[src/rtl/core/three_channel_peak_level_check_core_defines.svh]
// Assertion macros for the three-channel peak level check core.
// Included by the RTL files that carry assertions; no other dependencies.
`ifndef THREE_CHANNEL_PEAK_LEVEL_CHECK_CORE_DEFINES_SVH
`define THREE_CHANNEL_PEAK_LEVEL_CHECK_CORE_DEFINES_SVH
`ifndef SYNTHESIS
// Property must hold at every clock edge outside reset.
`define TCPLC_ASSERT(lbl, prop, msg) \
  lbl: assert property (@(posedge clk_i) disable iff (!rst_ni) (prop)) else $error(msg);
// Expression must never be true outside reset.
`define TCPLC_NEVER(lbl, expr, msg) \
  lbl: assert property (@(posedge clk_i) disable iff (!rst_ni) !(expr)) else $error(msg);
`else
`define TCPLC_ASSERT(lbl, prop, msg)
`define TCPLC_NEVER(lbl, expr, msg)
`endif
`endif

[src/rtl/core/tcplc_pkg.sv]
// Shared types and constants of the three-channel peak level check core.
// No dependencies; used by the lane, merge and top-level modules.
`timescale 1ns / 1ps
package tcplc_pkg;

  // Width of one channel sample and of a positive peak.
  localparam int unsigned SampleW = 16;
  localparam int unsigned PeakW   = 15;
  localparam int unsigned MismW   = 16;

  // Configuration register indexes.
  localparam int unsigned CfgIdxW = 3;
  localparam logic [CfgIdxW-1:0] CFG_SKIP_FRAMES   = 3'd0;
  localparam logic [CfgIdxW-1:0] CFG_WINDOW_FRAMES = 3'd1;
  localparam logic [CfgIdxW-1:0] CFG_MIN_LEVEL     = 3'd2;
  localparam logic [CfgIdxW-1:0] CFG_MAX_LEVEL     = 3'd3;
  localparam logic [CfgIdxW-1:0] CFG_MAX_MISMATCH  = 3'd4;

  // Reset values of the level registers.
  localparam logic [PeakW-1:0] MIN_LEVEL_RST    = 15'd5000;
  localparam logic [PeakW-1:0] MAX_LEVEL_RST    = 15'd31000;
  localparam logic [MismW-1:0] MAX_MISMATCH_RST = 16'd1000;

  // Verdict codes.
  typedef enum logic [2:0] {
    VERDICT_PASS      = 3'd0,
    VERDICT_QUIET     = 3'd1,
    VERDICT_CLIP      = 3'd2,
    VERDICT_MISMATCH  = 3'd3,
    VERDICT_TOO_SHORT = 3'd4
  } verdict_e;

  // Level status of one channel's captured peak.
  typedef struct packed {
    logic below_min;
    logic above_max;
  } lane_flags_t;

endpackage

[src/rtl/core/three_channel_peak_level_check_core.sv]
// Top level of the three-channel peak level check core.
// Depends on tcplc_pkg, tcplc_lane, tcplc_merge and the defines header.
//
// Usage: each input transaction carries one frame (three signed 16-bit
// samples plus an end-of-recording flag) on in_valid_i / in_stall_o.
// Frames are counted per recording; after skip_frames frames, the positive
// peak of each channel is tracked over window_frames frames by three
// parallel lanes. The frame that completes the window produces one result
// transaction (verdict and the three peaks) on out_valid_o / out_stall_i;
// a recording that ends earlier produces a too-short result instead.
// Frames that complete nothing produce no result.
// Throughput is one frame per cycle while in_stall_o is low. A result is
// registered twice: the capture stage takes the lane peaks at the edge that
// accepts its frame, and the output register, fed by the merging stage,
// loads from the capture stage once it is free.
// When the receiver stalls, the output register holds its result and the
// capture stage can still take one more result. Once a result waits in the
// capture stage behind the held output register, in_stall_o is raised for
// every frame until the output register is free again.
// Reset clears the frame count, peaks and pipeline, and loads the default
// registers. The user must write registers through cfg_we_i only while idle; the block does not enforce this.
`timescale 1ns / 1ps
`include "three_channel_peak_level_check_core_defines.svh"
module three_channel_peak_level_check_core #(
  parameter int unsigned FRAME_COUNT_BITS = 20,
  localparam int unsigned CfgDataW = (FRAME_COUNT_BITS > 16) ? FRAME_COUNT_BITS : 16
) (
  input  logic                                  clk_i,
  input  logic                                  rst_ni,
  // Configuration write port
  input  logic                                  cfg_we_i,
  input  logic [tcplc_pkg::CfgIdxW-1:0]         cfg_index_i,
  input  logic [CfgDataW-1:0]                   cfg_data_i,
  // Frame channel
  input  logic                                  in_valid_i,
  output logic                                  in_stall_o,
  input  logic signed [tcplc_pkg::SampleW-1:0]  sample_a_i,
  input  logic signed [tcplc_pkg::SampleW-1:0]  sample_b_i,
  input  logic signed [tcplc_pkg::SampleW-1:0]  sample_c_i,
  input  logic                                  end_of_recording_i,
  // Result channel
  output logic                                  out_valid_o,
  input  logic                                  out_stall_i,
  output logic [2:0]                            verdict_o,
  output logic [tcplc_pkg::PeakW-1:0]           peak_a_o,
  output logic [tcplc_pkg::PeakW-1:0]           peak_b_o,
  output logic [tcplc_pkg::PeakW-1:0]           peak_c_o
);

  localparam int unsigned IdxW = FRAME_COUNT_BITS + 1;
  localparam logic [FRAME_COUNT_BITS-1:0] FrameRst = FRAME_COUNT_BITS'(16000);

  // Configuration registers
  logic [FRAME_COUNT_BITS-1:0]    skip_q;
  logic [FRAME_COUNT_BITS-1:0]    window_q;
  logic [tcplc_pkg::PeakW-1:0]    min_level_q;
  logic [tcplc_pkg::PeakW-1:0]    max_level_q;
  logic [tcplc_pkg::MismW-1:0]    max_mismatch_q;

  // Recording state
  logic [IdxW-1:0]                frame_idx_q;
  logic [IdxW-1:0]                frame_idx_d;
  logic                           given_q;
  logic                           given_d;

  // Pipeline control
  logic                           cap_valid_q;
  logic                           cap_valid_d;
  logic                           cap_short_q;
  logic                           out_valid_q;
  logic                           out_valid_d;
  logic                           out_load;
  logic                           in_acc;
  logic                           cap_load;

  logic [FRAME_COUNT_BITS-1:0]    win;
  logic [IdxW-1:0]                stop;
  logic [IdxW-1:0]                stop_m1;
  logic                           in_window;
  logic                           emit_win;
  logic                           emit_short;

  logic [tcplc_pkg::PeakW-1:0]    snap_a;
  logic [tcplc_pkg::PeakW-1:0]    snap_b;
  logic [tcplc_pkg::PeakW-1:0]    snap_c;
  tcplc_pkg::lane_flags_t         flags_a;
  tcplc_pkg::lane_flags_t         flags_b;
  tcplc_pkg::lane_flags_t         flags_c;
  tcplc_pkg::verdict_e            verdict;

  tcplc_pkg::verdict_e            verdict_q;
  logic [tcplc_pkg::PeakW-1:0]    peak_a_q;
  logic [tcplc_pkg::PeakW-1:0]    peak_b_q;
  logic [tcplc_pkg::PeakW-1:0]    peak_c_q;

  // Configuration writes; an unknown index is ignored.
  always_ff @(posedge clk_i or negedge rst_ni) begin
    if (!rst_ni) begin
      skip_q         <= FrameRst;
      window_q       <= FrameRst;
      min_level_q    <= tcplc_pkg::MIN_LEVEL_RST;
      max_level_q    <= tcplc_pkg::MAX_LEVEL_RST;
      max_mismatch_q <= tcplc_pkg::MAX_MISMATCH_RST;
    end else if (cfg_we_i) begin
      case (cfg_index_i)
        tcplc_pkg::CFG_SKIP_FRAMES:   skip_q         <= cfg_data_i[FRAME_COUNT_BITS-1:0];
        tcplc_pkg::CFG_WINDOW_FRAMES: window_q       <= cfg_data_i[FRAME_COUNT_BITS-1:0];
        tcplc_pkg::CFG_MIN_LEVEL:     min_level_q    <= cfg_data_i[tcplc_pkg::PeakW-1:0];
        tcplc_pkg::CFG_MAX_LEVEL:     max_level_q    <= cfg_data_i[tcplc_pkg::PeakW-1:0];
        tcplc_pkg::CFG_MAX_MISMATCH:  max_mismatch_q <= cfg_data_i[tcplc_pkg::MismW-1:0];
        default: begin
        end
      endcase
    end
  end

  // Window bounds; an empty window counts as one frame.
  assign win       = (window_q == '0) ? FRAME_COUNT_BITS'(1) : window_q;
  assign stop      = {1'b0, skip_q} + {1'b0, win};
  assign stop_m1   = stop - IdxW'(1);
  assign in_window = (frame_idx_q >= {1'b0, skip_q}) && (frame_idx_q < stop);
  assign emit_win  = !given_q && (frame_idx_q >= stop_m1);
  assign emit_short = end_of_recording_i && !given_q && !emit_win;

  // Handshake and pipeline advance.
  assign out_load    = cap_valid_q && (!out_valid_q || !out_stall_i);
  assign in_stall_o  = cap_valid_q && !out_load;
  assign in_acc      = in_valid_i && !in_stall_o;
  assign cap_load    = in_acc && (emit_win || emit_short);
  assign cap_valid_d = cap_load || (cap_valid_q && !out_load);
  assign out_valid_d = out_load || (out_valid_q && out_stall_i);

  // Frame count and verdict flag of the current recording.
  always_comb begin
    frame_idx_d = frame_idx_q;
    given_d     = given_q;
    if (in_acc) begin
      if (end_of_recording_i) begin
        frame_idx_d = '0;
        given_d     = 1'b0;
      end else begin
        if (frame_idx_q != {IdxW{1'b1}}) begin
          frame_idx_d = frame_idx_q + IdxW'(1);
        end
        if (emit_win) begin
          given_d = 1'b1;
        end
      end
    end
  end

  always_ff @(posedge clk_i or negedge rst_ni) begin
    if (!rst_ni) begin
      frame_idx_q <= '0;
      given_q     <= 1'b0;
      cap_valid_q <= 1'b0;
      out_valid_q <= 1'b0;
    end else begin
      frame_idx_q <= frame_idx_d;
      given_q     <= given_d;
      cap_valid_q <= cap_valid_d;
      out_valid_q <= out_valid_d;
    end
  end

  // Kind of the captured verdict.
  always_ff @(posedge clk_i) begin
    if (cap_load) begin
      cap_short_q <= emit_short;
    end
  end

  // Channel lanes.
  tcplc_lane u_lane_a (
    .clk_i       (clk_i),
    .rst_ni      (rst_ni),
    .sample_i    (sample_a_i),
    .accept_i    (in_acc),
    .in_window_i (in_window),
    .clear_i     (end_of_recording_i),
    .capture_i   (cap_load),
    .min_level_i (min_level_q),
    .max_level_i (max_level_q),
    .peak_o      (snap_a),
    .flags_o     (flags_a)
  );

  tcplc_lane u_lane_b (
    .clk_i       (clk_i),
    .rst_ni      (rst_ni),
    .sample_i    (sample_b_i),
    .accept_i    (in_acc),
    .in_window_i (in_window),
    .clear_i     (end_of_recording_i),
    .capture_i   (cap_load),
    .min_level_i (min_level_q),
    .max_level_i (max_level_q),
    .peak_o      (snap_b),
    .flags_o     (flags_b)
  );

  tcplc_lane u_lane_c (
    .clk_i       (clk_i),
    .rst_ni      (rst_ni),
    .sample_i    (sample_c_i),
    .accept_i    (in_acc),
    .in_window_i (in_window),
    .clear_i     (end_of_recording_i),
    .capture_i   (cap_load),
    .min_level_i (min_level_q),
    .max_level_i (max_level_q),
    .peak_o      (snap_c),
    .flags_o     (flags_c)
  );

  // Merge the lane results into a verdict.
  tcplc_merge u_merge (
    .flags_a_i      (flags_a),
    .flags_b_i      (flags_b),
    .flags_c_i      (flags_c),
    .peak_a_i       (snap_a),
    .peak_b_i       (snap_b),
    .max_mismatch_i (max_mismatch_q),
    .too_short_i    (cap_short_q),
    .verdict_o      (verdict)
  );

  // Output register.
  always_ff @(posedge clk_i) begin
    if (out_load) begin
      verdict_q <= verdict;
      peak_a_q  <= snap_a;
      peak_b_q  <= snap_b;
      peak_c_q  <= snap_c;
    end
  end

  assign out_valid_o = out_valid_q;
  assign verdict_o   = verdict_q;
  assign peak_a_o    = peak_a_q;
  assign peak_b_o    = peak_b_q;
  assign peak_c_o    = peak_c_q;

  // Checks on the recording state and pipeline.
  `TCPLC_NEVER(a_stall_needs_capture, in_stall_o && !cap_valid_q, "stall without a waiting result")
  `TCPLC_ASSERT(a_eor_clears, in_acc && end_of_recording_i |=> ~|frame_idx_q && !given_q, "not cleared")
  `TCPLC_ASSERT(a_win_given, in_acc && emit_win && !end_of_recording_i |=> given_q, "flag not set")
  `TCPLC_NEVER(a_one_verdict, given_q && cap_load, "second verdict in one recording")

endmodule

[src/rtl/core/tcplc_lane.sv]
// One channel lane: running positive peak, captured copy and level compares.
// Depends on tcplc_pkg.
`timescale 1ns / 1ps
module tcplc_lane (
  input  logic                                 clk_i,
  input  logic                                 rst_ni,
  input  logic signed [tcplc_pkg::SampleW-1:0] sample_i,
  input  logic                                 accept_i,
  input  logic                                 in_window_i,
  input  logic                                 clear_i,
  input  logic                                 capture_i,
  input  logic        [tcplc_pkg::PeakW-1:0]   min_level_i,
  input  logic        [tcplc_pkg::PeakW-1:0]   max_level_i,
  output logic        [tcplc_pkg::PeakW-1:0]   peak_o,
  output tcplc_pkg::lane_flags_t               flags_o
);

  logic [tcplc_pkg::PeakW-1:0] peak_q;
  logic [tcplc_pkg::PeakW-1:0] peak_d;
  logic [tcplc_pkg::PeakW-1:0] snap_q;
  logic                        raise;

  // A sample raises the peak only when it is non-negative and larger.
  assign raise  = !sample_i[tcplc_pkg::SampleW-1] &&
                  (sample_i[tcplc_pkg::PeakW-1:0] > peak_q);
  assign peak_d = (in_window_i && raise) ? sample_i[tcplc_pkg::PeakW-1:0] : peak_q;

  // Running peak, cleared at the end of a recording.
  always_ff @(posedge clk_i or negedge rst_ni) begin
    if (!rst_ni) begin
      peak_q <= '0;
    end else if (accept_i) begin
      peak_q <= clear_i ? '0 : peak_d;
    end
  end

  // Copy of the updated peak for the transaction that reports a verdict.
  always_ff @(posedge clk_i) begin
    if (capture_i) begin
      snap_q <= peak_d;
    end
  end

  assign peak_o            = snap_q;
  assign flags_o.below_min = snap_q < min_level_i;
  assign flags_o.above_max = snap_q > max_level_i;

endmodule

[src/rtl/core/tcplc_merge.sv]
// Merging stage: combines the lane level flags and the channel zero/one
// mismatch into one verdict. Depends on tcplc_pkg.
`timescale 1ns / 1ps
module tcplc_merge (
  input  tcplc_pkg::lane_flags_t             flags_a_i,
  input  tcplc_pkg::lane_flags_t             flags_b_i,
  input  tcplc_pkg::lane_flags_t             flags_c_i,
  input  logic [tcplc_pkg::PeakW-1:0]        peak_a_i,
  input  logic [tcplc_pkg::PeakW-1:0]        peak_b_i,
  input  logic [tcplc_pkg::MismW-1:0]        max_mismatch_i,
  input  logic                               too_short_i,
  output tcplc_pkg::verdict_e                verdict_o
);

  logic [tcplc_pkg::PeakW-1:0] diff;
  logic                        any_low;
  logic                        any_high;
  logic                        mismatch;

  // Absolute difference of the channel zero and channel one peaks.
  assign diff     = (peak_a_i >= peak_b_i) ? (peak_a_i - peak_b_i) : (peak_b_i - peak_a_i);
  assign mismatch = {1'b0, diff} > max_mismatch_i;
  assign any_low  = flags_a_i.below_min || flags_b_i.below_min || flags_c_i.below_min;
  assign any_high = flags_a_i.above_max || flags_b_i.above_max || flags_c_i.above_max;

  // Priority: too short, too quiet, clipping, mismatch, pass.
  always_comb begin
    if (too_short_i) begin
      verdict_o = tcplc_pkg::VERDICT_TOO_SHORT;
    end else if (any_low) begin
      verdict_o = tcplc_pkg::VERDICT_QUIET;
    end else if (any_high) begin
      verdict_o = tcplc_pkg::VERDICT_CLIP;
    end else if (mismatch) begin
      verdict_o = tcplc_pkg::VERDICT_MISMATCH;
    end else begin
      verdict_o = tcplc_pkg::VERDICT_PASS;
    end
  end

endmodule
[config.mk]
export PLATFORM = sky130hd
export DESIGN_NAME = three_channel_peak_level_check_core
export DESIGN_NICKNAME = d
export VERILOG_FILES = /design/src/rtl/core/tcplc_pkg.sv /design/src/rtl/core/three_channel_peak_level_check_core.sv /design/src/rtl/core/tcplc_lane.sv /design/src/rtl/core/tcplc_merge.sv
export VERILOG_INCLUDE_DIRS = /design/src /design/src/rtl/core
export SDC_FILE = /design/constraint.sdc
export NUM_CORES = 1
export LEC_CHECK = 0
export BUFFER_PORTS_ARGS = -buffer_cell sky130_fd_sc_hd__buf_2
export CAP_MARGIN = 30
export CORE_ASPECT_RATIO = 0.9
export CORE_MARGIN = 2
export CORE_UTILIZATION = 65
export DETAILED_ROUTE_END_ITERATION = 8
export GPL_ROUTABILITY_DRIVEN = 0
export PLACE_DENSITY = 0.93
export SLEW_MARGIN = 20
export SYNTH_ARGS = -nofsm -noshare
export SYNTH_HDL_FRONTEND = slang
export SYNTH_SLANG_ARGS = --single-unit
[constraint.sdc]
create_clock -name clk_i -period 12.2 [get_ports clk_i]
set_input_delay 1.22 -clock clk_i [delete_from_list [all_inputs] [get_ports clk_i]]
set_output_delay 1.22 -clock clk_i [all_outputs]
set_load 0.1 [all_outputs]
-- Word level (Yosys, flattened, before mapping)
Cells that the tools add are included.
- mux-type cells: 15
- div/mod/pow operators: 0
- $lt $le $gt $ge: 14
- shift operators: 0
- multiply operators: 0
- bitwise logic cells: 0
- eq/ne operators: 5
- add/sub/neg operators: 5
- reductions and logical operators: 44
- operators by type and width (kind ; count):
    2-to-1 mux 15 bit ; 7
    > comparator 15 bit ; 6
    < comparator 15 bit ; 3
    2-to-1 mux 21 bit ; 2
    subtractor 15 bit ; 2
    adder 20 x 20 -> 21 bit ; 1
    adder 21 x 1 -> 21 bit (second input constant) ; 1
    >= comparator 21 x 20 -> 1 bit ; 1
    >= comparator 21 bit ; 1
    < comparator 21 bit ; 1
    inequality test 21 bit (second input constant) ; 1
    subtractor 21 x 1 -> 21 bit (second input constant) ; 1
    logical NOT 20 bit ; 1
    2-to-1 mux 20 bit ; 1
    > comparator 15 x 16 -> 1 bit ; 1
    >= comparator 15 bit ; 1
    logical AND 1 bit ; 15
    AND reduction 2 bit ; 7
    logical NOT 1 bit ; 9
    logical OR 1 bit ; 8
    equality test 3 x 2 -> 1 bit (second input constant) ; 2
    2-to-1 mux 3 bit ; 2
    nonzero test 2 bit ; 2
    equality test 3 x 1 -> 1 bit (second input constant) ; 1
    other kinds (5) ; 6
- input bits: 77
- bits in latches: 0
- memories: 0
- logic and storage cells: 104
- register bits after elaboration: 249
- ROM bits: 0
- memory bits (writable): 0

-- Longest topological paths before layout
- word-level depth: 11
- gate-level depth with buffers: 25
- gate-level depth less buffers: 25

-- Hierarchy
Synthesis repeated with hierarchy kept, for this count alone.
- cell total of the unflattened synthesis: 1735
- area total of the unflattened synthesis: 17509.3 um^2
- by module, submodules not included (module ; cells an instance ; times used ; area an instance (um^2)):
    three_channel_peak_level_check_core ; 776 ; 1 ; 8767.2
    tcplc_lane at u_lane_a ... ; 236 ; 2 ; 2279.7
    tcplc_lane at u_lane_c ; 224 ; 1 ; 2334.7
    tcplc_merge ; 263 ; 1 ; 1848.0

-- Worst setup path after synthesis
OpenSTA, ideal clock, no wires.
- path type: register to register
- start point: register window_q[8]
- end point: register cap_short_q, enable pin
- path buffers: 0
- slack: 6.026 ns
- cell stages (with the launch flop): 25
- data arrival time: 5.768 ns
- clock period less this slack: 6.174 ns
- setup time: 0.407 ns
- cell sequence: dfrtp_1 > nor4_1 > nand4_1 > o41ai_1 > ha_1 > inv_1 > fa_1 > nand2b_1 > a21oi_1 > o31a_1 > a21o_1 > nand3_1 > or3_1 > nor3_1 > and3_1 > xnor2_1 > ha_1 > a21o_1 > a21o_1 > a21oi_1 > o21ai_0 > nor4_1 > o221a_2 > nor3_1 > o21a_1
- cells in the longest elaborated chain, start to end: 10
- RTL lines (item ; line ; source):
    start, declared ; three_channel_peak_level_check_core.sv:55 ; logic [FRAME_COUNT_BITS-1:0] window_q;
    start signal, assigned ; three_channel_peak_level_check_core.sv:100 ; window_q <= FrameRst;
    start signal, assigned ; three_channel_peak_level_check_core.sv:107 ; tcplc_pkg::CFG_WINDOW_FRAMES: window_q <= cfg_data_i[FRAME_COUNT_BITS-1:0];
    logical NOT 20 bit ; three_channel_peak_level_check_core.sv:118 ; assign win = (window_q == '0) ? FRAME_COUNT_BITS'(1) : window_q;
    2-to-1 mux 20 bit * ; three_channel_peak_level_check_core.sv:118 ;
    adder 20 x 20 -> 21 bit * ; three_channel_peak_level_check_core.sv:119 ; assign stop = {1'b0, skip_q} + {1'b0, win};
    subtractor 21 x 1 -> 21 bit * ; three_channel_peak_level_check_core.sv:120 ; assign stop_m1 = stop - IdxW'(1);
    >= comparator 21 bit * ; three_channel_peak_level_check_core.sv:122 ; assign emit_win = !given_q && (frame_idx_q >= stop_m1);
    logical AND 1 bit * ; three_channel_peak_level_check_core.sv:122 ;
    logical NOT 1 bit ; three_channel_peak_level_check_core.sv:123 ; assign emit_short = end_of_recording_i && !given_q && !emit_win;
    logical AND 1 bit ; three_channel_peak_level_check_core.sv:123 ;
    logical OR 1 bit * ; three_channel_peak_level_check_core.sv:129 ; assign cap_load = in_acc && (emit_win || emit_short);
    logical AND 1 bit * ; three_channel_peak_level_check_core.sv:129 ;
    net cap_load ; three_channel_peak_level_check_core.sv:74 ; logic cap_load;
    end signal, assigned ; three_channel_peak_level_check_core.sv:169 ; cap_short_q <= emit_short;
    end, declared ; three_channel_peak_level_check_core.sv:69 ; logic cap_short_q;
Mark *: on every way through the listed nets, which the timed path passes. The rest lies on a longest branch.
A chain may end at the register's enable or synchronous reset.

-- Worst setup path in the final report
- start point: register window_q[13]
- end point: register u_lane_c.snap_q, in the netlist u_lane_c.peak_o[14], enable pin
- cells in the longest elaborated chain, start to end: 10
- RTL lines (item ; line ; source):
    logical NOT 20 bit ; three_channel_peak_level_check_core.sv:118 ;
    2-to-1 mux 20 bit * ; three_channel_peak_level_check_core.sv:118 ;
    adder 20 x 20 -> 21 bit * ; three_channel_peak_level_check_core.sv:119 ;
    subtractor 21 x 1 -> 21 bit * ; three_channel_peak_level_check_core.sv:120 ;
    >= comparator 21 bit * ; three_channel_peak_level_check_core.sv:122 ;
    logical AND 1 bit * ; three_channel_peak_level_check_core.sv:122 ;
    logical NOT 1 bit ; three_channel_peak_level_check_core.sv:123 ;
    logical AND 1 bit ; three_channel_peak_level_check_core.sv:123 ;
    logical OR 1 bit * ; three_channel_peak_level_check_core.sv:129 ;
    logical AND 1 bit * ; three_channel_peak_level_check_core.sv:129 ;
    net cap_load ; three_channel_peak_level_check_core.sv:74 ;
    end signal, assigned ; tcplc_lane.sv:40 ; snap_q <= peak_d;
    end, declared ; tcplc_lane.sv:20 ; logic [tcplc_pkg::PeakW-1:0] snap_q;
Marked as above.

==> out/metrics.cfg <==
[sta]
final.setup.tns_ns = 0
setup_viol = 0
worst_clock_skew_ns = 0.0179
hold_viol = 0
finalMaxSlewViolations = 0
fin_crit_sh_pct = 59.7
worst_pin_slew_ns = 0.956
max_freq_mhz = 137
rsz0062_at_grt = no
hold_ws_ns = 0.501
slew_headroom_pct = 35.8
period_needed_ns = 7.29

[clock_network]
cts_root_buf = clkbuf_16
clk_latency_ns = 0.55
cts_num_sinks = 249
cts_resized = 0
numCtsBuffers = 27
clockBufferDepth = 3
cts.clk_slew.worst_paths_ns = 0.07
htree_levels = 1
cts_tree = yes
holdBufCountCts = 0
post_cts_buffers = 0

[power]
p_comb_share_pct = 36.9
power_frac_seq_pct = 34.8
power_density_nw_per_um2 = 156
leakagePower_nw = 8.68
internal-power_w = 0.00184
vdd_ir_drop_max_uv = 130
p_sw_share_pct = 37.8
power_w = 0.00295
pwr-share-clk_pct = 28.3
p_switching_w = 0.00111

[global_routing]
grt_first_pass_wirelength_mm = 77.8
antenna_found_initial = 1
use_met2_pct = 56.3
use_met3_pct = 8.50
top_usage_layer = met2
grt_max_degree = 93
overflow = 0
track_usage_pct = 36.1
grt_use_met1_pct = 48.1
grt_pass1_vias = 14400

[yosys]
ys_ff_latch = 249
syn_nets = 2078
ys_types = 72
synth_flop_cell = dfrtp_1
yosysSeqAreaShare_pct = 39.4
synth_area_sq_um = 17100
synth-edff-count = 94
syn_avg_cell_area_sq_um = 9.84
synthCells = 1740
ys_warn_count = 0
async_flop_share_pct = 62.2

[critical_path]
cp.required_ns = 12.37
crit_chain = nor4_1 > nand4_1 > o41ai_1 > ha_1 > inv_1 > fa_1 > nand2b_1 > a2111oi_2 > o31a_1 > o32ai_2 > nand2b_1 > nor4b_1 > and3_1 > nand3_1 > xnor2_1 > ha_1 > nor2b_1 > o21ai_0 > nand2b_1 > nor4_1 > o221a_2 > nor3_1 > o21a_4
rrSetupSlack_ns = 4.91
startpoint_type = flip-flop
worst_path_most_repeated_cell = nand2b_1
cp-end-kind = flip-flop
cp_max_fo = 46
cp.buffers_inverters = 1
path_delay_family = simple AND/OR/NAND/NOR gates
reg2reg_from = window_q[13]
regToRegEndpoint = u_lane_c.peak_o[14]
crit_path_top_delay_cell = nor4b_1
worst-path-stages = 23
ff2ff_path_depth = 23
path_class = reg2reg
worst_path_largest_cell_delay_ns = 0.73
cp_data_arrival_time_ns = 7.46

[route]
viasPerCell = 6.86
dr.pass1.iters = 8
detail-route-antenna-nets = 0
drc = 0
vias = 15200
wl_mm = 50.8
wl_per_cell_microns = 23.0
dr.first_iter.drc_count = 2236

[finish]
regArea_sq_um = 6740
fill_cells = 1616
area_growth_pct = 10.7
nets = 2179
final_common_cell = ha_1
layout_common_cells = ha_1, inv_1, nand2_1
antenna_cells = 0
multi_input_comb_area_sq_um = 9460
layout-drive-gt1-share_pct = 14.8
final_cell_area_sq_um = 19000

[outcome]
status = finished clean

[place]
postPlaceCellArea_sq_um = 18000
portBuffers = 126
dp_hpwl_mm = 36.1

[run]
maxCapViolations = 0

[floorplan]
die_area_sq_um = 27700
die_x_microns = 175
core_region_area_sq_um = 26000
fp-row-count = 56
start_util_pct = 65.9
ios = 127
die_y_microns = 158

[min_path]
worstHoldStart = u_lane_b.peak_q[3]
min-delay-path-class = reg2reg
hold_depth = 1
holdPathEnd = u_lane_b.peak_q[3]

==> power by group through the flow <==
| stage | Sequential, W | Clock, W | Combinational [W] |
|---|---|---|---|
| 5_1_grt | 0.00103 | 0.000867 | 0.00117 |
| 3_5_place_dp | 0.00104 | 0 | 0.00102 |
| 4_1_cts | 0.00102 | 0.000833 | 0.00105 |
| 3_3_place_gp | 0.00103 | 0 | 0.000952 |
| 6_report | 0.00103 | 0.000835 | 0.00109 |
| 2_1_floorplan | 0.00108 | 0 | 0.000696 |
==> worst reg2reg max path, stage by stage, from the launching register on <==
cell	delay, ns
dfstp_2	0.38
nor4_1	0.37
nand4_1	0.22
o41ai_1	0.34
ha_1	0.28
inv_1	0.07
fa_1	0.41
nand2b_1	0.20
a2111oi_2	0.46
o31a_1	0.26
o32ai_2	0.12
nand2b_1	0.21
nor4b_1	0.73
and3_1	0.34
nand3_1	0.13
xnor2_1	0.19
ha_1	0.34
nor2b_1	0.18
o21ai_0	0.10
nand2b_1	0.14
nor4_1	0.08
o221a_2	0.15
nor3_1	0.57
o21a_4	0.63
==> through the flow <==
stage	cells	setup slack, ns	utilization [%]
after floorplan	1740	6.03	-
after global placement	2154	5.67	69.2
after detailed placement	2156	5.13	69.2
after CTS	2206	4.93	72.7
after global routing	2210	4.72	72.9
final	2210	4.91	72.9
==> synth_stat cells (all sizes together), types with 7 or more instances <==
cell type	instances	area share [%]
o21ai	154	4.5
edfxtp	94	16
ha	258	19
a22o	44	2.3
o211ai	10	0.44
nand2	145	3.2
nor2	70	1.5
a21o	57	2.5
xor2	24	1.2
o21a	33	1.4
a31oi	10	0.37
nor3	26	0.92
inv	174	3.8
nand2b	13	0.48
mux2i	9	0.53
a211o	7	0.36
dfstp	30	4.6
a211oi	13	0.57
nor2b	18	0.66
clkbuf	52	1.1
nand4	38	1.4
a21oi	85	2.5
nand3	31	0.91
dfrtp	125	18
o22ai	7	0.26
and3	17	0.62
xnor2	30	1.5
mux2	44	2.9
or3	9	0.33
nor4	19	0.69
buf	16	0.59
==> flip-flops by register name, summed over array words and instances, names as in the netlist <==
signal / count
cap_short_q: 1
cap_valid_q: 1
frame_idx_q: 21
given_q: 1
max_level_q: 15
max_mismatch_q: 16
min_level_q: 15
out_valid_o: 1
peak_a_o: 15
peak_b_o: 15
peak_c_o: 15
skip_q: 20
u_lane_a.peak_o: 15
u_lane_a.peak_q: 15
u_lane_b.peak_o: 15
u_lane_b.peak_q: 15
u_lane_c.peak_o: 15
u_lane_c.peak_q: 15
verdict_o: 3
window_q: 20
==> kinds of logic (layout without fill, tap and decap cells) <==
| group | Yosys count | count (layout) | share of synthesized area [%] |
|---|---|---|---|
| AOI/OAI and AO/OA | 465 | 465 | 17.6 |
| xor gates and xnor gates | 54 | 54 | 2.76 |
| adders and majority gates | 261 | 261 | 19.2 |
| buffers and inverters | 242 | 364 | 5.55 |
| DFF | 249 | 249 | 39.4 |
| muxes | 53 | 53 | 3.42 |
| and+or+nand+nor | 416 | 416 | 12.1 |
==> area by class of cell <==
class	instances	share of cell area, %
multi-input combinational	1249	49.9
inverter	174	3.44
sequential	249	35.5
clock buffer	31	3.64
timing repair buffer	140	4.08
clock inverter	19	1.08
tap	348	2.30
==> how the worst max path moves through the flow <==
stage / start / endpoint / slack (ns)
floorplan: window_q[8] / cap_short_q / 6.03
finish: window_q[13] / u_lane_c.peak_o[14] / 4.91
global route: window_q[8] / u_lane_c.peak_o[14] / 4.72
CTS: window_q[12] / u_lane_c.peak_o[11] / 4.93
global placement: window_q[12] / u_lane_c.peak_o[12] / 5.67
detailed placement: window_q[12] / u_lane_c.peak_o[14] / 5.13
==> per-layer routing <==
metal | vias up | share of wire, %
li1 | 6520 | -
met1 | 7076 | 37
met2 | 1266 | 43
met3 | 291 | 14
met4 | 0 | 5.8
met5 | - | 0
No activity file was read; power rests on OpenSTA's default activity.
